### config.mk
export PLATFORM = sky130hd
export DESIGN_NAME = rle8_bitmap_decoder_unit
export DESIGN_NICKNAME = d
export VERILOG_FILES = /design/src/design/rle8bd_pkg.sv /design/src/design/rle8_bitmap_decoder_unit.sv /design/src/design/rle8bd_parse.sv /design/src/design/rle8bd_out_reg.sv
export SDC_FILE = /design/constraint.sdc
export NUM_CORES = 1
export LEC_CHECK = 0
export BUFFER_PORTS_ARGS = -buffer_cell sky130_fd_sc_hd__clkbuf_2
export CORE_MARGIN = 2
export CORE_UTILIZATION = 57
export CTS_CLUSTER_SIZE = 20
export DETAILED_ROUTE_END_ITERATION = 10
export PLACE_DENSITY = 0.76
export SYNTH_ARGS = -nofsm -noshare
export SYNTH_HDL_FRONTEND = slang
export SYNTH_SLANG_ARGS = --single-unit
### constraint.sdc
create_clock -name clk -period 6.4 [get_ports clk]
set_input_delay 0.64 -clock clk [delete_from_list [all_inputs] [get_ports clk]]
set_output_delay 0.64 -clock clk [all_outputs]
set_load 0.05 [all_outputs]
### src/design/rle8bd_pkg.sv
// Shared types and constants of the RLE8 bitmap decoder.
// No dependencies; used by every module of the block.
package rle8bd_pkg;

  localparam int unsigned CFG_W     = 13;
  localparam int unsigned CFG_IDX_W = 1;
  localparam int unsigned POS_W     = 13;
  localparam int unsigned BOUND_W   = 17;
  localparam int unsigned DEF_MAX_WIDTH  = 4096;
  localparam int unsigned DEF_MAX_HEIGHT = 4096;
  localparam logic [CFG_W-1:0] CFG_RESET = 13'd4096;

  localparam logic [CFG_IDX_W-1:0] REG_ROW_WIDTH = 1'd0;
  localparam logic [CFG_IDX_W-1:0] REG_ROW_COUNT = 1'd1;

  localparam logic [7:0] ESC_EOL   = 8'd0;
  localparam logic [7:0] ESC_EOB   = 8'd1;
  localparam logic [7:0] ESC_DELTA = 8'd2;

  typedef enum logic [2:0] {
    PH_COUNT   = 3'd0,
    PH_VALUE   = 3'd1,
    PH_ESCAPE  = 3'd2,
    PH_LITERAL = 3'd3,
    PH_PAD     = 3'd4,
    PH_HALT    = 3'd5
  } phase_t;

  typedef enum logic [2:0] {
    KIND_RUN    = 3'd0,
    KIND_EOL    = 3'd1,
    KIND_EOB    = 3'd2,
    KIND_COLOVF = 3'd3,
    KIND_ROWOVF = 3'd4,
    KIND_DELTA  = 3'd5
  } kind_t;

  typedef struct packed {
    logic [7:0] data_byte;
    logic       frame_start;
  } in_word_t;

  typedef struct packed {
    logic [2:0]  kind;
    logic [11:0] row;
    logic [11:0] column;
    logic [7:0]  run_length;
    logic [7:0]  pixel_value;
  } out_word_t;

  typedef struct packed {
    logic      vld;
    out_word_t word;
  } result_t;

endpackage

### src/design/rle8_bitmap_decoder_unit.sv
// Top level of the RLE8 bitmap decoder.
// Depends on rle8bd_pkg, rle8bd_parse and rle8bd_out_reg.
//
// Usage:
//   Input channel (in_valid/in_stall/in_word) takes one compressed byte per
//   word, with a frame_start flag that restarts row, column and phase.
//   Result channel (out_valid/out_stall/out_word) gives run descriptors,
//   end-of-line and end-of-bitmap markers, and overflow or delta errors.
//   Configuration: cfg_we with cfg_index 0 writes row_width, index 1
//   row_count; write only while the block is idle.
// Timing:
//   A byte is captured in an input register and parsed once the output
//   register can take its result; that result, if any, lands in the output
//   register, which drives out_valid. One byte per cycle is sustained while
//   out_stall is low; the rate is set by the single parse step per byte.
// Reset: rst_n clears phase, positions and both valid flags; the bounds
//   return to 4096. No result is shown after reset until bytes arrive.
// Stall: a stalled result holds the output register; the parser then waits
//   and the input register raises in_stall once it holds a byte.
module rle8_bitmap_decoder_unit #(
  parameter int unsigned MAX_WIDTH  = rle8bd_pkg::DEF_MAX_WIDTH,
  parameter int unsigned MAX_HEIGHT = rle8bd_pkg::DEF_MAX_HEIGHT
) (
  input  logic                                clk,
  input  logic                                rst_n,
  input  logic                                in_valid,
  output logic                                in_stall,
  input  rle8bd_pkg::in_word_t                in_word,
  output logic                                out_valid,
  input  logic                                out_stall,
  output rle8bd_pkg::out_word_t               out_word,
  input  logic                                cfg_we,
  input  logic [rle8bd_pkg::CFG_IDX_W-1:0]    cfg_index,
  input  logic [rle8bd_pkg::CFG_W-1:0]        cfg_wdata
);

  localparam logic [rle8bd_pkg::BOUND_W-1:0] MAX_W_B = rle8bd_pkg::BOUND_W'(MAX_WIDTH);
  localparam logic [rle8bd_pkg::BOUND_W-1:0] MAX_H_B = rle8bd_pkg::BOUND_W'(MAX_HEIGHT);

  logic [rle8bd_pkg::CFG_W-1:0] row_width_r, row_count_r;
  logic [rle8bd_pkg::BOUND_W-1:0] col_bound, row_bound;

  rle8bd_pkg::in_word_t item_r;
  logic                 item_vld_r, item_vld_nxt;
  logic                 in_accept, fire, slot_free;
  rle8bd_pkg::result_t  res;

  always_ff @(posedge clk) begin
    if (!rst_n) begin
      row_width_r <= rle8bd_pkg::CFG_RESET;
      row_count_r <= rle8bd_pkg::CFG_RESET;
    end else if (cfg_we) begin
      case (cfg_index)
        rle8bd_pkg::REG_ROW_WIDTH: row_width_r <= cfg_wdata;
        rle8bd_pkg::REG_ROW_COUNT: row_count_r <= cfg_wdata;
        default: ;
      endcase
    end
  end

  always_comb begin
    col_bound = rle8bd_pkg::BOUND_W'(row_width_r);
    if (col_bound > MAX_W_B) begin
      col_bound = MAX_W_B;
    end
    row_bound = rle8bd_pkg::BOUND_W'(row_count_r);
    if (row_bound > MAX_H_B) begin
      row_bound = MAX_H_B;
    end
  end

  // parse the held byte whenever the result slot can take its word
  assign fire      = item_vld_r && slot_free;
  assign in_stall  = item_vld_r && !slot_free;
  assign in_accept = in_valid && !in_stall;

  always_comb begin
    item_vld_nxt = item_vld_r;
    if (fire) begin
      item_vld_nxt = 1'b0;
    end
    if (in_accept) begin
      item_vld_nxt = 1'b1;
    end
  end

  always_ff @(posedge clk) begin
    if (!rst_n) begin
      item_vld_r <= 1'b0;
    end else begin
      item_vld_r <= item_vld_nxt;
    end
  end

  always_ff @(posedge clk) begin
    if (in_accept) begin
      item_r <= in_word;
    end
  end

  rle8bd_parse u_parse (
    .clk       (clk),
    .rst_n     (rst_n),
    .fire      (fire),
    .item      (item_r),
    .col_bound (col_bound),
    .row_bound (row_bound),
    .res       (res)
  );

  rle8bd_out_reg u_out (
    .clk       (clk),
    .rst_n     (rst_n),
    .fire      (fire),
    .res       (res),
    .out_stall (out_stall),
    .out_valid (out_valid),
    .out_word  (out_word),
    .slot_free (slot_free)
  );

endmodule

### src/design/rle8bd_parse.sv
// Byte parser of the RLE8 decoder: phase, position and literal state.
// Depends on rle8bd_pkg. Produces at most one result word per byte.
module rle8bd_parse (
  input  logic                        clk,
  input  logic                        rst_n,
  input  logic                        fire,
  input  rle8bd_pkg::in_word_t        item,
  input  logic [rle8bd_pkg::BOUND_W-1:0] col_bound,
  input  logic [rle8bd_pkg::BOUND_W-1:0] row_bound,
  output rle8bd_pkg::result_t         res
);

  rle8bd_pkg::phase_t phase_r, phase_nxt;
  logic [rle8bd_pkg::POS_W-1:0] row_r, row_nxt;
  logic [rle8bd_pkg::POS_W-1:0] col_r, col_nxt;
  logic [7:0] held_r, held_nxt;
  logic [7:0] lit_r, lit_nxt;
  logic       pad_r, pad_nxt;

  rle8bd_pkg::phase_t phase_e;
  logic [rle8bd_pkg::POS_W-1:0] row_e, col_e;
  logic [7:0] held_e, lit_e, lit_dec;
  logic       pad_e;
  logic       row_ovf;
  logic       run_col_ovf, lit_col_ovf;
  logic [7:0] b;

  always_ff @(posedge clk) begin
    if (!rst_n) begin
      phase_r <= rle8bd_pkg::PH_COUNT;
      row_r   <= '0;
      col_r   <= '0;
      held_r  <= '0;
      lit_r   <= '0;
      pad_r   <= 1'b0;
    end else if (fire) begin
      phase_r <= phase_nxt;
      row_r   <= row_nxt;
      col_r   <= col_nxt;
      held_r  <= held_nxt;
      lit_r   <= lit_nxt;
      pad_r   <= pad_nxt;
    end
  end

  always_comb begin
    b = item.data_byte;
    // frame start clears everything before the byte is parsed
    if (item.frame_start) begin
      phase_e = rle8bd_pkg::PH_COUNT;
      row_e   = '0;
      col_e   = '0;
      held_e  = '0;
      lit_e   = '0;
      pad_e   = 1'b0;
    end else begin
      phase_e = phase_r;
      row_e   = row_r;
      col_e   = col_r;
      held_e  = held_r;
      lit_e   = lit_r;
      pad_e   = pad_r;
    end

    row_ovf     = rle8bd_pkg::BOUND_W'(row_e) >= row_bound;
    run_col_ovf = (rle8bd_pkg::BOUND_W'(col_e) + rle8bd_pkg::BOUND_W'(held_e)) > col_bound;
    lit_col_ovf = rle8bd_pkg::BOUND_W'(col_e) >= col_bound;
    lit_dec     = (lit_e != 8'd0) ? lit_e - 8'd1 : lit_e;

    phase_nxt = phase_e;
    row_nxt   = row_e;
    col_nxt   = col_e;
    held_nxt  = held_e;
    lit_nxt   = lit_e;
    pad_nxt   = pad_e;

    res.vld              = 1'b0;
    res.word.kind        = rle8bd_pkg::KIND_RUN;
    res.word.row         = row_e[11:0];
    res.word.column      = col_e[11:0];
    res.word.run_length  = 8'd0;
    res.word.pixel_value = 8'd0;

    unique case (phase_e)
      rle8bd_pkg::PH_COUNT: begin
        if (b == 8'd0) begin
          phase_nxt = rle8bd_pkg::PH_ESCAPE;
        end else begin
          held_nxt  = b;
          phase_nxt = rle8bd_pkg::PH_VALUE;
        end
      end
      rle8bd_pkg::PH_VALUE: begin
        res.vld = 1'b1;
        if (row_ovf) begin
          res.word.kind = rle8bd_pkg::KIND_ROWOVF;
          phase_nxt     = rle8bd_pkg::PH_HALT;
        end else if (run_col_ovf) begin
          res.word.kind = rle8bd_pkg::KIND_COLOVF;
          phase_nxt     = rle8bd_pkg::PH_HALT;
        end else begin
          res.word.run_length  = held_e;
          res.word.pixel_value = b;
          col_nxt   = col_e + rle8bd_pkg::POS_W'(held_e);
          phase_nxt = rle8bd_pkg::PH_COUNT;
        end
      end
      rle8bd_pkg::PH_ESCAPE: begin
        case (b)
          rle8bd_pkg::ESC_EOL: begin
            res.vld       = 1'b1;
            res.word.kind = rle8bd_pkg::KIND_EOL;
            // saturate the row at its bound
            if (!row_ovf) begin
              row_nxt = row_e + rle8bd_pkg::POS_W'(1);
            end
            col_nxt   = '0;
            phase_nxt = rle8bd_pkg::PH_COUNT;
          end
          rle8bd_pkg::ESC_EOB: begin
            res.vld       = 1'b1;
            res.word.kind = rle8bd_pkg::KIND_EOB;
            phase_nxt     = rle8bd_pkg::PH_HALT;
          end
          rle8bd_pkg::ESC_DELTA: begin
            res.vld       = 1'b1;
            res.word.kind = rle8bd_pkg::KIND_DELTA;
            phase_nxt     = rle8bd_pkg::PH_HALT;
          end
          default: begin
            lit_nxt   = b;
            pad_nxt   = b[0];
            phase_nxt = rle8bd_pkg::PH_LITERAL;
          end
        endcase
      end
      rle8bd_pkg::PH_LITERAL: begin
        res.vld = 1'b1;
        if (row_ovf) begin
          res.word.kind = rle8bd_pkg::KIND_ROWOVF;
          phase_nxt     = rle8bd_pkg::PH_HALT;
        end else if (lit_col_ovf) begin
          res.word.kind = rle8bd_pkg::KIND_COLOVF;
          phase_nxt     = rle8bd_pkg::PH_HALT;
        end else begin
          res.word.run_length  = 8'd1;
          res.word.pixel_value = b;
          col_nxt = col_e + rle8bd_pkg::POS_W'(1);
          lit_nxt = lit_dec;
          if (lit_dec == 8'd0) begin
            phase_nxt = pad_e ? rle8bd_pkg::PH_PAD : rle8bd_pkg::PH_COUNT;
          end
        end
      end
      rle8bd_pkg::PH_PAD: begin
        // drop the pad byte whatever its value
        pad_nxt   = 1'b0;
        phase_nxt = rle8bd_pkg::PH_COUNT;
      end
      default: begin
        // halted: ignore bytes until the next frame start
      end
    endcase
  end

endmodule

### src/design/rle8bd_out_reg.sv
// Result register of the RLE8 decoder, holding one word for the receiver.
// Depends on rle8bd_pkg.
module rle8bd_out_reg (
  input  logic                   clk,
  input  logic                   rst_n,
  input  logic                   fire,
  input  rle8bd_pkg::result_t    res,
  input  logic                   out_stall,
  output logic                   out_valid,
  output rle8bd_pkg::out_word_t  out_word,
  output logic                   slot_free
);

  logic                  vld_r, vld_nxt;
  rle8bd_pkg::out_word_t word_r;
  logic                  load;

  assign slot_free = !vld_r || !out_stall;
  assign load      = fire && res.vld;

  always_comb begin
    vld_nxt = vld_r;
    if (vld_r && !out_stall) begin
      vld_nxt = 1'b0;
    end
    if (load) begin
      vld_nxt = 1'b1;
    end
  end

  always_ff @(posedge clk) begin
    if (!rst_n) begin
      vld_r <= 1'b0;
    end else begin
      vld_r <= vld_nxt;
    end
  end

  always_ff @(posedge clk) begin
    if (load) begin
      word_r <= res.word;
    end
  end

  assign out_valid = vld_r;
  assign out_word  = word_r;

endmodule

## Word-level counts from Yosys, hierarchy flattened

Cells that the tools add are included.

- Bits in registers: 126
- Bits of input ports: 28
- Output and inout bits: 45
- Word-level logic and storage cells: 104

- Add/subtract/negate cells: 5
- Order comparisons: 5
- Equal/unequal tests: 6
- Mux-type cells: 50
- Bitwise gates (word level): 1
- Reductions and logical operators: 20

Operator list:

| operator | count |
|---|---|
| $mux 13 | 12 |
| $mux 8 | 8 |
| $mux 16 | 3 |
| $pmux 13 s3 | 1 |
| $pmux 16 s2 | 1 |
| $mux 3 | 9 |
| $add 13x1->13 const B | 2 |
| $ge 13x13->1 | 2 |
| $gt 13x13->1 const B | 2 |
| $pmux 4 s3 | 2 |
| $gt 17x13->1 | 1 |
| $logic_not 8->1 | 2 |
| $pmux 8 s2 | 1 |
| $pmux 3 s5 | 1 |
| $add 13x8->14 | 1 |
| $add 13x8->13 | 1 |
| $mux 9 | 1 |
| $eq 8x1->1 const B | 1 |
| $eq 8x2->1 const B | 1 |
| $reduce_bool 8->1 | 1 |
| $sub 8x1->8 const B | 1 |
| $eq 3x2->1 const B | 2 |
| $mux 1 | 6 |
| $mux 2 | 3 |
| 13 further kinds | 22 |

## Logic depth before layout (Yosys ltp)

Gate-level depths: netlist of run 1.

- Depth in word-level cells: 8
- Gate-level depth with buffers: 23

## By module

A second synthesis of run 1 with hierarchy kept.

- Cells, all modules: 871
- Area, all modules: 7,701.1 um2

Modules (own cells, without submodules):

| module | instances | cells each | area each (um2) | sequential area each (um2) |
|---|---|---|---|---|
| rle8bd_parse | 1 | 678 | 4,865.9 | 920.9 |
| rle8_bitmap_decoder_unit | 1 | 145 | 1,498.9 | 810.8 |
| rle8bd_out_reg | 1 | 48 | 1,336.3 | 1,311.3 |

## Least setup slack after synthesis of run 1

No wires, ideal clock.

- Path kind: register -> register
- Start: register item_r[0] (netlist bit)
- End: register u_out.word_r, in the netlist u_out.out_word[0], data pin
- Library setup time: 269 ps
- Data arrival time: 4,784 ps
- Required time: 6,131 ps
- Slack: 1,347 ps
- Cell stages (with the launch flop): 22
- Path buffers: 6
- Clock period less this slack: 5,053 ps
- Cell sequence: edfxtp_1 -> clkbuf_1 -> clkbuf_1 -> clkbuf_1 -> buf_2 -> clkbuf_1 -> nor2b_1 -> ha_1 -> and2_1 -> a2111oi_2 -> a21oi_1 -> a41oi_1 -> o21ai_0 -> o31ai_1 -> ha_1 -> nand4_1 -> nor4_1 -> a21oi_1 -> a2111oi_4 -> buf_4 -> nor2_1 -> nor2b_1

RTL lines:

| element | RTL line | RTL |
|---|---|---|
| start, declared | rle8_bitmap_decoder_unit.sv:43 | `rle8bd_pkg::in_word_t item_r;` |
| start signal, assigned | rle8_bitmap_decoder_unit.sv:97 | `item_r <= in_word;` |
| end signal, assigned | rle8bd_out_reg.sv:41 | `word_r <= res.word;` |
| end, declared | rle8bd_out_reg.sv:15 | `rle8bd_pkg::out_word_t word_r;` |

==> results of run 1 <==
-- registers in the layout (all words and copies together), names as in the netlist --
signal,flops
u_out.out_word,43
u_parse.lit_r,8
u_out.out_valid,1
u_parse.phase_r,3
row_width_r,13
u_parse.row_r,13
u_parse.col_r,13
row_count_r,13
item_r,9
item_vld_r,1
u_parse.pad_r,1
u_parse.held_r,8
-- how the worst min path moves through the flow --
| stage | startpoint | to | slack, ns | depth (start not counted) |
|---|---|---|---|---|
| detailed placement | row_count_r[0] | row_count_r[0] | 0.45 | 2 |
| finish | in_word[7] | item_r[7] | 0.39 | 1 |
| global route | in_word[1] | item_r[1] | 0.38 | 1 |
| CTS | in_word[7] | item_r[7] | 0.38 | 1 |
| global placement | row_width_r[8] | row_width_r[8] | 0.45 | 2 |
| floorplan | row_count_r[0] | row_count_r[0] | 0.43 | 2 |
-- power by group through the flow --
| stage | Combinational (uW) | Clock (uW) | Sequential, uW |
|---|---|---|---|
| final | 205 | 1020 | 890 |
| after detailed placement | 198 | 0 | 905 |
| after CTS | 201 | 1030 | 888 |
| after global placement | 194 | 0 | 904 |
| after global routing | 225 | 1060 | 892 |
| after floorplan | 140 | 0 | 902 |
-- per-stage QoR --
stage               setup WS, ns  utilization (%)
floorplan                  1.347                -
global placement           1.410            62.35
detailed placement         1.214            62.35
CTS                        1.177            67.21
global route              0.7068            67.21
finish                     1.032            67.21
-- routing by layer --
metal | wire [um] | share of wire [%] | vias up
met5 | 0 | 0 | -
met4 | 721 | 3.4 | 0
met3 | 1478 | 7.0 | 54
met2 | 10010 | 47 | 305
met1 | 9016 | 42 | 3293
li1 | - | - | 3271
-- worst reg2reg max path: stages (launching register included) --
cell      delay (ns)
edfxtp_1        0.95
nor2b_1         0.34
ha_1            0.51
nand4b_1        0.15
a21oi_1         0.21
nor2_1          0.08
a21oi_1         0.51
nand3_1         0.17
xor2_1          0.19
nor2_1          0.07
ha_1            0.34
nand4_1         0.12
inv_1           0.08
o31ai_1         0.06
a21oi_1         0.46
a211oi_2        0.16
o21ai_1         0.46
o211ai_1        0.20
o22ai_1         0.22
-- cell families (layout without fill, tap and decap cells) --
| kind of cell | count (synthesis) | after routing | synth area share (%) |
|---|---|---|---|
| AO/OA/AOI/OAI | 212 | 212 | 18.22 |
| XOR/XNOR | 28 | 28 | 3.259 |
| adder cells (fa/ha/maj) | 51 | 51 | 8.462 |
| buffers and inverters | 64 | 130 | 3.674 |
| flip-flops | 126 | 126 | 40.43 |
| multiplexers | 3 | 3 | 0.3990 |
| AND/OR/NAND/NOR | 385 | 385 | 25.55 |
-- placed cells by master (no fill, tap or decap), types with 17 or more instances in the layout --
cell type,n
a21oi_1,78
clkbuf_16,17
clkbuf_2,72
dfxtp_1,74
edfxtp_1,52
ha_1,50
nand2_1,147
nand3_1,22
nor2_1,63
nor2b_1,49
nor3_1,18
o21ai_0,43
-- layout make-up --
class                           instances  share of cell area (%)
Multi-Input combinational cell        679                   49.13
Sequential cell                       126                   35.45
Clock buffer                           17                   4.956
Timing Repair Buffer                   80                   4.897
Tap cell                              172                   2.507
Clock inverter                         15                   2.274
Inverter                               18                  0.7871
==> results by group, run 1 <==
Setup path
  • CP startpoint kind: flip-flop
  • Crit path max fanout: 26
  • RR Startpoint: item_r[0]
  • FF-to-FF path depth: 18
  • Worst Setup SP: item_r[0]
  • Critical path depth in cells: 18
  • FF-to-FF End: u_parse.col_r[5]
  • Slowest-stage cell, CP: edfxtp_1
  • Critical path class: flip-flop to flip-flop
  • Data required, critical path: between 6 and 7 ns
  • CP top delay family: compound AO/OA/AOI/OAI gates
  • Cell mode on critical path: a21oi_1
  • R2r setup slk: slightly above 1 ns
  • CP arrival: ~5.7 ns
  • Worst path max stage delay: 0.95 ns
  • Worst-path cell chain: nor2b_1 -> ha_1 -> nand4b_1 -> a21oi_1 -> nor2_1 -> a21oi_1 -> nand3_1 -> xor2_1 -> nor2_1 -> ha_1 -> nand4_1 -> inv_1 -> o31ai_1 -> a21oi_1 -> a211oi_2 -> o21ai_1 -> o211ai_1 -> o22ai_1
  • Crit path capture: u_parse.col_r[5]
  • Worst path bufs/invs: 1
  • Critical Path End Type: flip-flop

Logic synthesis
  • Synthesis-stage register bit count: 126
  • Post-synth EDFFs: 52
  • Commonest cells in the netlist: nand2_1, a21oi_1, dfxtp_1, nor2_1, edfxtp_1
  • Synthesized area: roughly 0.0075 mm^2
  • Syn nets: about 950
  • Cell with the most instances after synthesis: nand2_1
  • Ys Warns: 0
  • Mean area per synthesized cell: 8.660 um^2
  • Post-synth top area share: roughly a fifth
  • Cell taking the most area after synthesis: edfxtp_1
  • Main synth FF type: dfxtp_1
  • Post-synthesis sequential area ratio: 40.43%
  • Synth Instances: ~870
  • Count of cell types in the netlist: 75
  • Dominant cells by area after synthesis: edfxtp_1, dfxtp_1, ha_1
  • Ys async rst share: 0%

Final layout
  • ANT cells: 0
  • Layout cells sized above 1: between 10% and 20%
  • Fillcell total: 1032
  • Finished Layout Cells: 1107
  • Area occupied by multi-input gates: 0.004218 mm^2
  • Final instance area: 0.008584 mm^2
  • Register area: 0.003043 mm^2
  • Area Overhead vs Synth: 14.06%
  • Nets@finish: ~1k

Global route
  • Gr busiest metal: met2
  • Largest net degree at the start of global routing: 55
  • GR Overflow Total: 0
  • Met1 Usage GRT: between 30% and 40%
  • Met3 usage: 5.603%
  • Antenna violations before repair: 0
  • Vias in the first global route: a little under 7k
  • All-Layer GR Usage: roughly 30%
  • Global-route wire length before repair: ~34000 um
  • Met2 Resource Use GR: 48.71%

Power and ir drop
  • Switching share of power: approximately a quarter
  • Overall power: 2118 uW
  • VDD IR-drop max: approximately 170 uV
  • Combinational power share: between 9 and 10%
  • Clock power frac: between 40% and 50%
  • NetSw: approximately 540 uW
  • P_leak: 0.003181 uW
  • Power per cell area: 246.8 mW/mm^2
  • Reg power frac: between 40% and 50%
  • Cell Int Power: roughly 1600 uW

STA
  • Final Hold Fails: 0
  • Measured slew at the worst slew-check pin: 1.000 ns
  • Final Max Slew Viols: 0
  • Setup TNS after final layout: 0 ns
  • Max-slew headroom: 33.23%
  • Hold Worst Slack: around 0.39 ns
  • Final period util: 83.87%
  • Worst Skew: 0.009498 ns
  • RSZ-0062 raised after global routing: no
  • Max Clk Rate: about 0.19 GHz
  • Finish-stage setup viols: 0
  • Final min period: between 5 and 6 ns

Detailed routing
  • Final ANT Viol Nets: 0
  • Drt first pass iters: 5
  • Via density: ~6.3
  • 1st-iter DRT viols: roughly 780
  • Drt wl/cell: 19.17 um
  • WL final: approximately 21000 um
  • Via count: slightly below 7k
  • DR DRC count: 0

Die
  • Initial Util: 58.92%
  • FP Rows: 41
  • Core box area: approximately 0.013 mm^2
  • Chip width: between 100 and 150 um
  • Ports: 73
  • Die area: 0.01414 mm^2
  • Die height: between 100 and 150 um

Job
  • Max_cap viols: 0

Clocking
  • Resize count post-CTS: 0
  • CTS tree: built
  • CTS buffer count: 17
  • Reg clk slew, reported paths: 0.06 ns
  • Clock buffer depth: 2
  • Clock sinks: around 130
  • Post-CTS setup buffer count: 0
  • H-tree depth: 4
  • CTS Hold Bufs: 0
  • Worst-Skew Late Latency: 0.43 ns
  • Clock root buffer: clkbuf_16

Run status
  • Status: finished clean

Placement
  • DP HPWL: between 10000 and 15000 um
  • Post-DP Area: ~0.0080 mm^2
  • Number of port buffers: 72
  • Placed Cells: roughly 1.1k
  • Final GP Congestion: 0.9636

Worst hold path
  • Min-delay worst type: input pin to flip-flop
No activity file was read; power rests on OpenSTA's default activity.
==> run 2: changes to the inputs <==
Clock period 6.4 ns to 5.2 ns, I/O delays scaled along.
==> run 2 against run 1 <==
Effect of this change:
- cell count up 0.81%
- clock power grew 21%
- sequential cell count is the same
- highest routed layer unchanged
- critical endpoint is now u_out.out_word[3]
- register-to-register slack worse by 0.63 ns
- design area up 0.73%
==> results by group, run 2 (synthesis results as in run 1) <==
Detailed routing
  • Drt first pass iters: 5 (unchanged)
  • 1st-iter DRT viols: 829 (+6.7%)
  • WL final: 21470 um (+1.2%)
  • DR DRC count: 0 (unchanged)
  • Via density: 6.310 (+0.90%)
  • Drt wl/cell: 19.24 um (+0.35%)
  • Via count: 7042 (+1.7%)
  • Final ANT Viol Nets: 0 (unchanged)

STA
  • Max-slew headroom: 34.56% (+1.3 points)
  • Final min period: 4.802 ns (-0.5653 ns)
  • Final Hold Fails: 0 (unchanged)
  • RSZ-0062 raised after global routing: no
  • Final period util: 92.35% (+8.5 points)
  • Measured slew at the worst slew-check pin: 0.9802 ns (-0.01987 ns)
  • Finish-stage setup viols: 0 (unchanged)
  • Worst Skew: 0.005424 ns (-0.004073 ns)
  • Fin worst setup slack: 0.3977 ns (-0.6347 ns)
  • Setup TNS after final layout: 0 ns (unchanged)
  • Final Max Slew Viols: 0 (unchanged)
  • Max Clk Rate: 0.2082 GHz (+12%)

Setup path
  • CP arrival: 4.95 ns (-0.76 ns)
  • Data required, critical path: 5.35 ns (-1.40 ns)
  • CP startpoint kind: flip-flop
  • Crit path max fanout: 21 (-19%)
  • Critical path class: flip-flop to flip-flop
  • FF-to-FF path depth: 17 (-1)
  • Critical Path End Type: flip-flop

Die
  • Die height: 118.9 um (unchanged)
  • Initial Util: 58.92% (unchanged)
  • Core box area: 0.01277 mm^2 (unchanged)
  • Ports: 73 (unchanged)
  • Die area: 0.01414 mm^2 (unchanged)
  • FP Rows: 41 (unchanged)
  • Chip width: 118.9 um (unchanged)

Global route
  • All-Layer GR Usage: 30.39% (-0.073 points)
  • Antenna violations before repair: 0 (unchanged)
  • Largest net degree at the start of global routing: 55 (unchanged)
  • GR Overflow Total: 0 (unchanged)
  • Vias in the first global route: 6641 (-2.1%)
  • Global-route wire length before repair: 34210 um (about the same)

Final layout
  • Nets@finish: 1009 (+0.90%)
  • Max reg flops: 43 (unchanged)
  • ANT cells: 0 (unchanged)
  • Commonest non-fill, non-tap cell in the layout: nand2_1
  • Area Overhead vs Synth: 14.90%
  • Most frequent cells in the layout: nand2_1, a21oi_1, dfxtp_1, clkbuf_2, nor2_1
  • Layout cells sized above 1: 14.72% (+1.1 points)

Clocking
  • Reg clk slew, reported paths: 0.06 ns (about the same)
  • Clock buffer depth: 2 (unchanged)
  • CTS Hold Bufs: 0 (unchanged)
  • H-tree depth: 4 (unchanged)
  • Post-CTS setup buffer count: 0 (unchanged)
  • Clock root buffer: clkbuf_16
  • Clock sinks: 126 (unchanged)
  • Resize count post-CTS: 0 (unchanged)
  • Worst-Skew Late Latency: 0.42 ns (about the same)
  • CTS buffer count: 17 (unchanged)
  • CTS tree: built

Placement
  • DP HPWL: 15260 um (+2.6%)
  • Number of port buffers: 72 (unchanged)
  • Final GP Congestion: 0.9618 (-0.19%)
  • Pre-CTS setup slack: 0.3812 ns (-0.8326 ns)

Worst hold path
  • Cell depth of the worst min-delay path: 1 (unchanged)
  • Min-delay worst type: input pin to flip-flop

Power and ir drop
  • VDD IR-drop max: 304.0 uV (+74%)
  • P_leak: 0.003221 uW (+1.2%)
  • Power per cell area: 297.8 mW/mm^2 (+21%)

Run status
  • Status: finished clean

Job
  • Max_cap viols: 0 (unchanged)
-- run 2: cell types whose count changed in the layout (fill, tap and decap cells not counted) --
cell	previous run	this run
a21oi_2	1	2
buf_4	8	17
clkinv_2	2	1
clkinvlp_4	3	4
clkinv_1	3	1
inv_6	1	3
a21oi_1	78	77
clkinv_4	3	4
bufinv_16	4	3
-- run 2: area by class of cell --
cell class | count | area, um^2
Fill cell | 1034 | 4126
Clock buffer | 17 | 425.4
Timing Repair Buffer | 89 | 488.0
Sequential cell | 126 | 3043
Multi-Input combinational cell | 679 | 4222
Inverter | 18 | 67.56
Tap cell | 172 | 215.2
Clock inverter | 15 | 186.4
-- run 2: path summary, 6_finish.rpt --
path	from	end	slack, ns
setup reg to reg	item_r[0]	u_out.out_word[3]	0.40
hold reg to reg	row_width_r[11]	row_width_r[11]	0.46
hold / removal	in_word[6]	item_r[6]	0.28
setup / recovery	item_r[0]	u_out.out_word[3]	0.40
-- run 2: worst max-delay path, stage by stage (launching register included) --
cell,delay [ns]
edfxtp_1,0.52
nor2b_1,0.17
buf_4,0.16
ha_1,0.27
and2_1,0.22
a2111oi_2,0.41
a21oi_1,0.18
a41oi_1,0.49
o21ai_0,0.16
o31ai_1,0.13
ha_1,0.31
nand4_1,0.12
nor4_1,0.06
a21oi_1,0.43
a2111oi_4,0.10
buf_4,0.24
nor2_1,0.42
nor2b_1,0.11
-- run 2: power by group --
part           total, uW  switching (uW)  internal [uW]
Combinational        259             174           84.5
Sequential          1090            35.0           1060
Clock               1230             466            759
-- run 2: stage by stage --
stage / instances / area (um^2) / total power, uW / util (%) / hold slack (ns)
floorplan: 869 / 7526 / 1283 / - / 0.4318
global placement: 1084 / 8031 / 1353 / 62.88 / 0.4462
detailed placement: 1084 / 8031 / 1361 / 62.88 / 0.4489
CTS: 1116 / 8643 / 2580 / 67.67 / 0.2682
global route: 1116 / 8647 / 2654 / 67.70 / 0.2651
finish: 1116 / 8647 / 2576 / 67.70 / 0.2787
-- run 2: layer usage --
| layer | vias to the layer above | track usage, % | part of all wire [%] |
|---|---|---|---|
| met3 | 57 | 5.939 | 8.2 |
| met5 | - | 0 | 0 |
| met4 | 0 | 12.72 | 3.4 |
| met2 | 368 | 48.46 | 47 |
| li1 | 3289 | - | - |
| met1 | 3328 | 40.42 | 41 |
